--- src/design/bfpa_pkg.sv ---
// ----------------------------------------------------------------------------
// bfpa_pkg
// types and constants of the best-fit partition allocator
// ----------------------------------------------------------------------------
package bfpa_pkg;

  localparam int PART_COUNT = 16;
  localparam int SIZE_BITS  = 16;
  localparam int IDX_W      = (PART_COUNT > 1) ? $clog2(PART_COUNT) : 1;

  // fixed field widths
  localparam int OP_W    = 2;
  localparam int BIDX_W  = 4;
  localparam int FSIZE_W = 16;
  localparam int ST_W    = 2;
  localparam int CFG_W   = 5;

  localparam logic [CFG_W-1:0] ACTIVE_RESET = 5'd16;

  typedef enum logic [OP_W-1:0] {
    OP_SET   = 2'd0,
    OP_ALLOC = 2'd1,
    OP_FREE  = 2'd2
  } op_t;

  typedef enum logic [ST_W-1:0] {
    ST_DONE    = 2'd0,
    ST_NOFIT   = 2'd1,
    ST_NOTBUSY = 2'd2,
    ST_RANGE   = 2'd3
  } status_t;

  typedef enum logic [1:0] {
    S_IDLE,
    S_EXEC,
    S_SCAN,
    S_EMIT
  } state_t;

  // best candidate handed down the cell chain
  typedef struct packed {
    logic                 found;
    logic [IDX_W-1:0]     idx;
    logic [SIZE_BITS-1:0] left;
  } cand_t;

  // command broadcast to every cell
  typedef struct packed {
    logic                 wr_size;
    logic                 set_busy;
    logic                 clr_busy;
    logic [IDX_W-1:0]     target;
    logic [SIZE_BITS-1:0] size;
    logic [SIZE_BITS-1:0] req;
  } cell_cmd_t;

endpackage

--- src/design/bfpa_if.sv ---
// ----------------------------------------------------------------------------
// bfpa_in_if / bfpa_out_if
// valid/ready channels for request items and result items
// ----------------------------------------------------------------------------
interface bfpa_in_if;
  logic                               valid;
  logic                               ready;
  logic [bfpa_pkg::OP_W-1:0]          op;
  logic [bfpa_pkg::BIDX_W-1:0]        block_index;
  logic [bfpa_pkg::FSIZE_W-1:0]       block_size;
  logic [bfpa_pkg::FSIZE_W-1:0]       request_size;

  modport source (output valid, op, block_index, block_size, request_size, input ready);
  modport sink   (input valid, op, block_index, block_size, request_size, output ready);
endinterface

interface bfpa_out_if;
  logic                               valid;
  logic                               ready;
  logic [bfpa_pkg::ST_W-1:0]          status;
  logic [bfpa_pkg::BIDX_W-1:0]        granted_block;
  logic [bfpa_pkg::FSIZE_W-1:0]       leftover;

  modport source (output valid, status, granted_block, leftover, input ready);
  modport sink   (input valid, status, granted_block, leftover, output ready);
endinterface

--- src/design/bfpa_cell.sv ---
// ----------------------------------------------------------------------------
// bfpa_cell
// one partition: size and busy flag, plus one stage of the best-fit chain
// ----------------------------------------------------------------------------
module bfpa_cell (
  input  logic                         clk,
  input  logic                         rst_n,
  input  logic [bfpa_pkg::IDX_W-1:0]   cell_idx,
  input  logic                         active,
  input  bfpa_pkg::cell_cmd_t          cmd,
  input  bfpa_pkg::cand_t              prev,
  output bfpa_pkg::cand_t              next,
  output logic                         busy
);

  logic [bfpa_pkg::SIZE_BITS-1:0] size_r, size_nxt;
  logic                           busy_r, busy_nxt;
  bfpa_pkg::cand_t                cand_r, cand_nxt;

  logic                           hit;
  logic                           fits;
  logic                           take;
  logic [bfpa_pkg::SIZE_BITS-1:0] left;

  always_comb begin
    hit      = (cmd.target == cell_idx);
    size_nxt = size_r;
    busy_nxt = busy_r;
    if (hit && cmd.wr_size) begin
      size_nxt = cmd.size;
      busy_nxt = 1'b0;
    end else if (hit && cmd.clr_busy) begin
      busy_nxt = 1'b0;
    end else if (hit && cmd.set_busy) begin
      busy_nxt = 1'b1;
    end

    // compare own partition against the best seen upstream; ties keep upstream
    left     = size_r - cmd.req;
    fits     = active && !busy_r && (size_r >= cmd.req);
    take     = fits && (!prev.found || (left < prev.left));
    cand_nxt = prev;
    if (take) begin
      cand_nxt.found = 1'b1;
      cand_nxt.idx   = cell_idx;
      cand_nxt.left  = left;
    end
  end

  always_ff @(posedge clk) begin
    if (!rst_n) begin
      size_r <= '0;
      busy_r <= 1'b0;
      cand_r <= '0;
    end else begin
      size_r <= size_nxt;
      busy_r <= busy_nxt;
      cand_r <= cand_nxt;
    end
  end

  assign next = cand_r;
  assign busy = busy_r;

endmodule

--- src/design/best_fit_partition_allocator_core.sv ---
// ----------------------------------------------------------------------------
// best_fit_partition_allocator_core
// fixed-partition table with best-fit allocate, set-size and free items
// ----------------------------------------------------------------------------
// channel   dir  handshake          payload
// in_ch     in   valid/ready        op, block_index, block_size, request_size
// out_ch    out  valid/ready        status, granted_block, leftover
// cfg       in   cfg_we, no ready   cfg_wdata = active_blocks
//
// one item at a time: set-size, free and unused codes pass the exec and emit states;
// allocate adds the scan state between them
// the allocate scan lasts while the candidate walks the chain of cells,
// one cell per cycle
// a result waits in the output register; a new item is taken meanwhile,
// and its own result waits for that register to drain
// synchronous active-low reset: all partitions free with size zero,
// active_blocks = 16
// ----------------------------------------------------------------------------
module best_fit_partition_allocator_core (
  input  logic                          clk,
  input  logic                          rst_n,
  bfpa_in_if.sink                       in_ch,
  bfpa_out_if.source                    out_ch,
  input  logic                          cfg_we,
  input  logic [bfpa_pkg::CFG_W-1:0]    cfg_wdata
);

  localparam int N  = bfpa_pkg::PART_COUNT;
  localparam int IW = bfpa_pkg::IDX_W;
  localparam int SB = bfpa_pkg::SIZE_BITS;

  bfpa_pkg::state_t               state_r, state_nxt;
  logic [bfpa_pkg::OP_W-1:0]      op_r;
  logic [bfpa_pkg::BIDX_W-1:0]    idx_r;
  logic [SB-1:0]                  bsize_r;
  logic [SB-1:0]                  req_r;
  logic [bfpa_pkg::CFG_W-1:0]     act_r;
  logic [IW-1:0]                  scan_cnt_r, scan_cnt_nxt;

  logic                           out_valid_r, out_valid_nxt;
  logic [bfpa_pkg::ST_W-1:0]      status_r, status_nxt;
  logic [bfpa_pkg::BIDX_W-1:0]    granted_r, granted_nxt;
  logic [bfpa_pkg::FSIZE_W-1:0]   leftover_r, leftover_nxt;

  logic                           in_fire;
  logic                           emit_fire;
  logic                           in_table;   // index inside the partition table
  logic                           in_active;  // index inside the active partitions
  logic [IW-1:0]                  tgt_idx;

  bfpa_pkg::cell_cmd_t            cmd;
  bfpa_pkg::cand_t                chain [N+1];
  logic [N-1:0]                   busy_vec;

  assign in_ch.ready = (state_r == bfpa_pkg::S_IDLE);
  assign in_fire     = in_ch.valid && in_ch.ready;

  // result register frees up when it is empty or being taken
  assign emit_fire = (state_r == bfpa_pkg::S_EMIT) && (!out_valid_r || out_ch.ready);

  assign in_table  = (32'(idx_r) < N);
  assign in_active = in_table && (32'(idx_r) < 32'(act_r));
  assign tgt_idx   = IW'(idx_r);

  // ---------------------------------------------------------------------------
  // cell chain: chain[0] is "nothing found", last register holds the winner
  // ---------------------------------------------------------------------------
  assign chain[0] = '0;

  for (genvar i = 0; i < N; i++) begin : g_cell
    bfpa_cell u_cell (
      .clk      (clk),
      .rst_n    (rst_n),
      .cell_idx (IW'(i)),
      .active   (32'(i) < 32'(act_r)),
      .cmd      (cmd),
      .prev     (chain[i]),
      .next     (chain[i+1]),
      .busy     (busy_vec[i])
    );
  end

  // ---------------------------------------------------------------------------
  // sequencer and result build
  // ---------------------------------------------------------------------------
  always_comb begin
    state_nxt     = state_r;
    scan_cnt_nxt  = scan_cnt_r;
    out_valid_nxt = out_valid_r && !out_ch.ready;
    status_nxt    = status_r;
    granted_nxt   = granted_r;
    leftover_nxt  = leftover_r;

    cmd          = '0;
    cmd.req      = req_r;
    cmd.size     = bsize_r;
    cmd.target   = tgt_idx;

    case (state_r)
      bfpa_pkg::S_IDLE: begin
        if (in_fire) begin
          state_nxt = bfpa_pkg::S_EXEC;
        end
      end
      bfpa_pkg::S_EXEC: begin
        scan_cnt_nxt = '0;
        if (op_r == bfpa_pkg::OP_ALLOC) begin
          state_nxt = bfpa_pkg::S_SCAN;
        end else begin
          state_nxt = bfpa_pkg::S_EMIT;
        end
      end
      bfpa_pkg::S_SCAN: begin
        // wait while the candidate walks the chain of cells to its end
        scan_cnt_nxt = scan_cnt_r + 1'b1;
        if (scan_cnt_r == IW'(N - 1)) begin
          state_nxt = bfpa_pkg::S_EMIT;
        end
      end
      bfpa_pkg::S_EMIT: begin
        if (emit_fire) begin
          state_nxt     = bfpa_pkg::S_IDLE;
          out_valid_nxt = 1'b1;
          status_nxt    = bfpa_pkg::ST_DONE;
          granted_nxt   = '0;
          leftover_nxt  = '0;
          case (op_r)
            bfpa_pkg::OP_SET: begin
              if (!in_table) begin
                status_nxt = bfpa_pkg::ST_RANGE;
              end else begin
                cmd.wr_size = 1'b1;
              end
            end
            bfpa_pkg::OP_ALLOC: begin
              if (chain[N].found) begin
                cmd.set_busy = 1'b1;
                cmd.target   = chain[N].idx;
                granted_nxt  = bfpa_pkg::BIDX_W'(chain[N].idx);
                leftover_nxt = bfpa_pkg::FSIZE_W'(chain[N].left);
              end else begin
                status_nxt = bfpa_pkg::ST_NOFIT;
              end
            end
            bfpa_pkg::OP_FREE: begin
              if (!in_active) begin
                status_nxt = bfpa_pkg::ST_RANGE;
              end else if (!busy_vec[tgt_idx]) begin
                status_nxt = bfpa_pkg::ST_NOTBUSY;
              end else begin
                cmd.clr_busy = 1'b1;
              end
            end
            default: begin
              // unused op code: plain done, nothing changes
              status_nxt = bfpa_pkg::ST_DONE;
            end
          endcase
        end
      end
      default: begin
        state_nxt = bfpa_pkg::S_IDLE;
      end
    endcase
  end

  // control registers
  always_ff @(posedge clk) begin
    if (!rst_n) begin
      state_r     <= bfpa_pkg::S_IDLE;
      scan_cnt_r  <= '0;
      out_valid_r <= 1'b0;
      act_r       <= bfpa_pkg::ACTIVE_RESET;
    end else begin
      state_r     <= state_nxt;
      scan_cnt_r  <= scan_cnt_nxt;
      out_valid_r <= out_valid_nxt;
      if (cfg_we) begin
        act_r <= cfg_wdata;
      end
    end
  end

  // item and result payload
  always_ff @(posedge clk) begin
    if (in_fire) begin
      op_r    <= in_ch.op;
      idx_r   <= in_ch.block_index;
      bsize_r <= SB'(in_ch.block_size);
      req_r   <= SB'(in_ch.request_size);
    end
    status_r   <= status_nxt;
    granted_r  <= granted_nxt;
    leftover_r <= leftover_nxt;
  end

  assign out_ch.valid         = out_valid_r;
  assign out_ch.status        = status_r;
  assign out_ch.granted_block = granted_r;
  assign out_ch.leftover      = leftover_r;

endmodule

--- src/flat_wrapper.sv ---
// flat-port wrapper written by rule: the top's interface ports become plain ports
module best_fit_partition_allocator_core_flat 
  (clk, rst_n, cfg_we, cfg_wdata, in_ch_valid, in_ch_op, in_ch_block_index, in_ch_block_size, in_ch_request_size, in_ch_ready, out_ch_valid, out_ch_status, out_ch_granted_block, out_ch_leftover, out_ch_ready);
  bfpa_in_if in_ch_i ();
  bfpa_out_if out_ch_i ();
  input  logic clk;
  input  logic rst_n;
  input  logic cfg_we;
  input  logic [bfpa_pkg::CFG_W-1:0] cfg_wdata;
  input wire logic [$bits(in_ch_i.valid)-1:0] in_ch_valid;
  input wire logic [$bits(in_ch_i.op)-1:0] in_ch_op;
  input wire logic [$bits(in_ch_i.block_index)-1:0] in_ch_block_index;
  input wire logic [$bits(in_ch_i.block_size)-1:0] in_ch_block_size;
  input wire logic [$bits(in_ch_i.request_size)-1:0] in_ch_request_size;
  output wire logic [$bits(in_ch_i.ready)-1:0] in_ch_ready;
  output wire logic [$bits(out_ch_i.valid)-1:0] out_ch_valid;
  output wire logic [$bits(out_ch_i.status)-1:0] out_ch_status;
  output wire logic [$bits(out_ch_i.granted_block)-1:0] out_ch_granted_block;
  output wire logic [$bits(out_ch_i.leftover)-1:0] out_ch_leftover;
  input wire logic [$bits(out_ch_i.ready)-1:0] out_ch_ready;
  assign in_ch_i.valid = in_ch_valid;
  assign in_ch_i.op = in_ch_op;
  assign in_ch_i.block_index = in_ch_block_index;
  assign in_ch_i.block_size = in_ch_block_size;
  assign in_ch_i.request_size = in_ch_request_size;
  assign in_ch_ready = in_ch_i.ready;
  assign out_ch_valid = out_ch_i.valid;
  assign out_ch_status = out_ch_i.status;
  assign out_ch_granted_block = out_ch_i.granted_block;
  assign out_ch_leftover = out_ch_i.leftover;
  assign out_ch_i.ready = out_ch_ready;
  best_fit_partition_allocator_core u_core (.clk(clk), .rst_n(rst_n), .in_ch(in_ch_i), .out_ch(out_ch_i), .cfg_we(cfg_we), .cfg_wdata(cfg_wdata));
endmodule
--- config.mk ---
export PLATFORM = sky130hd
export DESIGN_NAME = best_fit_partition_allocator_core_flat
export DESIGN_NICKNAME = d
export VERILOG_FILES = /design/src/design/bfpa_pkg.sv /design/src/design/bfpa_if.sv /design/src/design/bfpa_cell.sv /design/src/design/best_fit_partition_allocator_core.sv /design/src/flat_wrapper.sv
export SDC_FILE = /design/constraint.sdc
export NUM_CORES = 2
export LEC_CHECK = 0
export BUFFER_PORTS_ARGS = -buffer_cell sky130_fd_sc_hd__buf_2
export CORE_UTILIZATION = 58
export CTS_CLUSTER_SIZE = 10
export DETAILED_ROUTE_END_ITERATION = 6
export PLACE_DENSITY = 0.77
export SYNTH_ARGS = -nofsm -noshare
export SYNTH_HDL_FRONTEND = slang
export SYNTH_SLANG_ARGS = --single-unit
--- constraint.sdc ---
create_clock -name clk -period 4.4 [get_ports clk]
set_input_delay 0 -clock clk [delete_from_list [all_inputs] [get_ports clk]]
set_output_delay 0 -clock clk [all_outputs]
set_load 0.03 [all_outputs]
Yosys cells after proc, flatten, opt, wreduce, memory -nomap -nowiden
Cells that the tools add are included.

word-level totals
  register bits = 680
  bits of input ports = 48
  output and inout port bits = 24

cells by class
  add/subtract/negate cells = 17
  $lt $le $gt $ge = 49
  equality and inequality tests = 24
  multiplexer cells = 40
  bitwise gates (word level) = 1
  reduce and logical (&&, ||, !) cells = 185

operator list
  cell                count
  $mux 21             16
  $ge 16x16->1        16
  $sub 16x16->16      16
  $lt 16x16->1        15
  $logic_and 1x1->1   98
  $reduce_or 3->1     16
  $lt 4x5->1 const A  8
  $eq 4x4->1 const B  9
  $logic_not 1->1     33
  $reduce_or 2->1     14
  $lt 3x5->1 const A  4
  $eq 4x3->1 const B  4
  $logic_or 1x1->1    16
  $mux 7              2
  $mux 1              11
  $lt 1x5->1 const A  2
  $lt 2x5->1 const A  2
  $mux 2              5
  $eq 4x2->1 const B  2
  $mux 4              2
  $pmux 2 s4          1
  $pmux 4 s2          1
  $eq 2x2->1 const B  3
  $reduce_and 2->1    3
  14 further kinds    17

Depth between registers and ports, before layout
  depth in word-level cells = 10
  gate-level depth with buffers = 20
  depth with buffers taken out = 19

Hierarchy
Synthesis repeated with hierarchy kept, for this count alone.

second synthesis, totals
  cells, all modules = 5,730
  area, all modules = 49,362.3 µm²

modules (own cells, without submodules)
  module                                    times used  cells each  area an instance (µm²)  sequential area each (µm²)
  bfpa_cell (u_core.g_cell[11].u_cell ...)  6           344         2,892.8                 760.7
  bfpa_cell (u_core.g_cell[0].u_cell ...)   4           337         2,864.0                 760.7
  bfpa_cell (u_core.g_cell[7].u_cell ...)   3           368         3,027.9                 760.7
  best_fit_partition_allocator_core         1           211         3,034.2                 2,042.0
  bfpa_cell (u_core.g_cell[15].u_cell)      1           338         2,894.0                 760.7
  bfpa_cell (u_core.g_cell[6].u_cell)       1           323         2,790.2                 760.7
  bfpa_cell (u_core.g_cell[12].u_cell)      1           342         2,747.6                 760.7

Least setup slack after synthesis
No wires, ideal clock.

  path type = register to register
  start = register u_core.req_r[1]
  end = register u_core.g_cell[2].u_cell.cand_r, in the netlist u_core.g_cell[2].u_cell.next[0]
  library setup time = 0.128 ns
  arrival = 4.788 ns
  path slack = -0.515 ns
  cell stages (with the launch flop) = 19
  clock period less this slack = 4.915 ns
  path through = edfxtp_1 -> inv_1 -> ha_1 -> nor2b_1 -> o21ai_0 -> a21boi_0 -> o21ai_0 -> a21boi_0 -> or4b_2 -> nand4_1 -> ha_1 -> a21o_1 -> a211o_1 -> a41oi_1 -> o31ai_1 -> a21boi_0 -> buf_2 -> mux2i_1 -> nor2_1

on the way
  word-level cells in the longest chain between the ends = 5
  elaborated cells between the ends (all ways) = 7
  classes of those cells = add/sub (1); order compare (2); mux (1); reduce/logical (3)

ends and longest elaborated chain
  item                      RTL line                                  RTL
  start: declaration        best_fit_partition_allocator_core.sv:36   logic [SB-1:0] req_r;
  start signal: assignment  best_fit_partition_allocator_core.sv:190  req_r <= SB'(in_ch.request_size);
  $sub 16x16->16            bfpa_cell.sv:39                           left = size_r - cmd.req;
  $lt 16x16->1              bfpa_cell.sv:41                           take = fits && (!prev.found || (left < prev.left));
  $logic_or 1x1->1          bfpa_cell.sv:41
  $logic_and 1x1->1 (*)     bfpa_cell.sv:41
  $mux 21 (*)               bfpa_cell.sv:43                           if (take) begin
  end signal: assignment    bfpa_cell.sv:58                           cand_r <= cand_nxt;
  end: declaration          bfpa_cell.sv:18                           bfpa_pkg::cand_t cand_r, cand_nxt;

Every way passes the cells marked *; elsewhere a longest branch is shown, timed or not.
A chain may end at the register's enable or synchronous reset.

Worst setup path in the final report
  start = register u_core.req_r[0]
  end = register u_core.g_cell[5].u_cell.cand_r, in the netlist u_core.g_cell[5].u_cell.next[11]

on the way
  word-level cells in the longest chain between the ends = 5
  elaborated cells between the ends (all ways) = 7
  classes of those cells = add/sub (1); order compare (2); mux (1); reduce/logical (3)

ends and longest elaborated chain
  item                    RTL line
  $sub 16x16->16          bfpa_cell.sv:39
  $lt 16x16->1            bfpa_cell.sv:41
  $logic_or 1x1->1        bfpa_cell.sv:41
  $logic_and 1x1->1       bfpa_cell.sv:41
  $mux 21 (*)             bfpa_cell.sv:43
  end signal: assignment  bfpa_cell.sv:58
  end: declaration        bfpa_cell.sv:18

Marked as above.

==> qor.csv <==
metric,value,unit
fin crit share,0.977,
WL/cell,21.5,um
total power,0.0185,W
Place WS,-0.0284,ns
DR DRC count,0,
syn_area_per_cell,8.79,um2
Seq. cell area,0.0139,mm2
"Slew Viols, Final",0,
worst reg-to-reg path cell count,21,
DRT antenna net count,0,
post-synthesis sequential area ratio,0.338,
worst hold path type,input port to flip-flop,
row cnt,97,
Slew HR,0.136,
post-synth top area cell,dfxtp_1,
Worst-Margin Slew,1.30,ns
Startpoint Class,flip-flop,
Register-to-Register Setup Slack,0.1,ns
Yosys warnings,0,
clock slew at reported path FFs,0.06,ns
area of the die,0.0721,mm2
Leakage,20.9,nW
max cap viols,0,
Synthesized Nets,5238,
Num CTS Buffers,81,
clock buffer depth,3,
first-pass GRT wire length,192000,um
"top cells by count, synth","655 x nor2_1, 605 x dfxtp_1, 492 x ha_1, 383 x inv_1, 371 x mux2i_1",
Power per Cell Area,386,mW/mm2
largest net degree at the start of global routing,131,
DP HPWL,88800,um
CP Class,flip-flop to flip-flop,
"count leader, synth",nor2_1,
hold depth,2,
"Distinct cells, synth",101,
CTS tree,done,
multi-input logic area,0.0257,mm2
Peak supply drop,0.420,mV
final hold vios,0,
R2R Path End,u_core.g_cell[5].u_cell.next[11],
"EDFF count, synth",60,
CP Capture Type,flip-flop,
run status,"complete, no violations",
Congestion Overflow GR,0,
WP data required,4.93,ns
Tmin final,4.30,ns
DR vias,35800,
FF-to-FF Start,u_core.req_r[0],
worst hold endpoint,u_core.bsize_r[5],
Core Area,0.0701,mm2
final setup vio count,0,
Starting Density,0.587,
min-delay src,in_ch_block_size[5],
share of layout cells above drive strength 1,0.127,
dominant synthesized flop cell,dfxtp_1,
length of the first detailed-routing pass in iterations,6,
Post-Syn Area,0.0412,mm2
Vert. Die Dim,268,um
vias per inst,6.02,
Die X,268,um
total wire length,128000,um
1st-iter DRT viols,3407,
#FFs+latches synth,665,
CTS sink cnt,665,
final setup margin,0.0997,ns
port buffer count,71,
number of fill cells,5649,
synthesized instance count,4682,
Ports,72,
via count of the first global-routing pass,33900,
clock skew,0.0266,ns
Yosys top cell area share,0.294,
fin nets,5512,
H-tree levels,3,
RSZ-0062 raised after global routing,true,
synth top area cells,"dfxtp_1 29%, ha_1 15%, mux2i_1 9.0%",
Max Freq,233,MHz
worst-path fanout max,11,
Crit path arrival time,4.84,ns
routability cong.,0.974,
area grow syn2layout,16.2,%
root buf cell,clkbuf_16,
gr usage total,0.347,
async set or reset register ratio after synthesis,0,
initial antenna violation count,6,
clk_lat worst skew,0.64,ns
==> routing by layer <==
metal  global-route usage  vias to the layer above  wire length (um)
met5                    0                        -                25
met4                0.149                        4              6050
met3               0.0593                      339             10300
met2                0.565                     1479             58000
met1                0.453                    17000             53800
li1                     -                    17000                 -
==> registers in the layout, summed over array words and instances, names as in the netlist <==
| signal | flops |
|---|---|
| u_core.g_cell.u_cell.next | 321 |
| u_core.g_cell.u_cell.size_r | 256 |
| u_core.bsize_r | 16 |
| u_core.g_cell.u_cell.busy | 16 |
| u_core.out_ch.leftover | 16 |
| u_core.req_r | 16 |
| u_core.act_r | 5 |
| u_core.idx_r | 4 |
| u_core.out_ch.granted_block | 4 |
| u_core.scan_cnt_r | 4 |
| u_core.op_r | 2 |
| u_core.out_ch.status | 2 |
| u_core.state_r | 2 |
| u_core.out_ch.valid | 1 |
==> timing repair <==
action,in CTS,in global routing
buffers inserted,8,20
setup endpoints to repair,47,263
pin swaps,3,51
hold buffers,52,0
cloned,0,7
endpoints found under the hold margin,134,0
resized for setup,10,118
==> stage by stage <==
stage / util / area (um2) / hold slack [ns] / TNS (ns) / instances
2_1_floorplan: - / 41400 / 0.0989 / -87.64 / 4682
3_3_place_gp: 0.628 / 44000 / 0.176 / 0 / 5726
3_5_place_dp: 0.628 / 44000 / 0.178 / -0.166 / 5726
4_1_cts: 0.671 / 47000 / 0.0488 / 0 / 5920
5_1_grt: 0.682 / 47800 / 0.0675 / -1.72 / 5947
6_report: 0.682 / 47800 / 0.0783 / 0 / 5951
==> area by class of cell <==
class / count / area share
inverter: 383 / 0.0303
multi-input combinational: 3460 / 0.537
clock buffer: 125 / 0.0492
timing repair buffer: 365 / 0.0666
sequential: 665 / 0.291
tap: 940 / 0.0246
clock inverter: 9 / 0.00118
antenna: 4 / 0.000209
==> worst max-delay path by stage <==
stage / end / slack (ns) / startpoint
6_report: u_core.g_cell[5].u_cell.next[11] / 0.1 / u_core.req_r[0]
5_1_grt: u_core.g_cell[9].u_cell.next[12] / -0.11 / u_core.req_r[1]
2_1_floorplan: u_core.g_cell[6].u_cell.next[10] / -0.47 / u_core.req_r[1]
4_1_cts: u_core.g_cell[3].u_cell.next[9] / 0.003 / u_core.req_r[0]
3_5_place_dp: u_core.g_cell[4].u_cell.next[15] / -0.03 / u_core.req_r[0]
3_3_place_gp: u_core.g_cell[3].u_cell.next[15] / 0.006 / u_core.req_r[0]
==> critical path, stage by stage, from the launching register on <==
cell	delay (ns)
edfxtp_1	0.44
buf_12	0.19
ha_2	0.20
fa_2	0.39
nand2b_1	0.17
a21oi_2	0.22
buf_4	0.16
a21o_1	0.10
a21oi_1	0.09
xnor2_2	0.17
ha_1	0.32
nand2_1	0.06
o21ai_0	0.09
nor3_1	0.14
o21ai_1	0.11
a221oi_2	0.28
o21ai_1	0.13
a211oi_4	0.37
buf_4	0.19
clkbuf_16	0.14
nand3_1	0.10
o31ai_1	0.14
==> cell families after synthesis <==
| kind of cell | share of synthesized area |
|---|---|
| simple gates | 0.154 |
| compound gates | 0.162 |
| flops | 0.338 |
| buf+inv | 0.0562 |
| fa+ha+maj | 0.157 |
| mux | 0.0929 |
| xor+xnor | 0.0387 |
==> report_power, final <==
group,internal (W),switching [W],leakage (nW)
Clock,0.00364,0.00260,1.18
Sequential,0.00626,0.000153,5.45
Combinational,0.00223,0.00360,14.3
==> cell usage in the layout (no fill, tap or decap), types with 12 or more instances in the layout <==
master,count
nor2_1,648
dfxtp_1,605
ha_1,484
inv_1,380
mux2i_1,364
a21oi_1,314
nand2_1,298
buf_4,201
xnor2_1,121
o21ai_0,117
a21o_1,116
clkbuf_16,90
nand3_1,85
buf_2,71
and3_1,65
edfxtp_1,60
xor2_1,57
o21a_1,53
dlygate4sd3_1,52
nor3_1,46
nor2b_1,45
a31oi_1,40
nand4_1,37
a211oi_1,32
o31ai_1,31
clkbuf_1,30
buf_12,28
nand2b_1,27
o211ai_1,23
o21ai_1,21
a21oi_2,20
o21bai_1,19
o2111ai_1,18
a21boi_0,16
a211o_1,16
and4_1,16
or2_2,16
o221a_2,16
clkbuf_8,12
(Power assumes the default switching activity.)
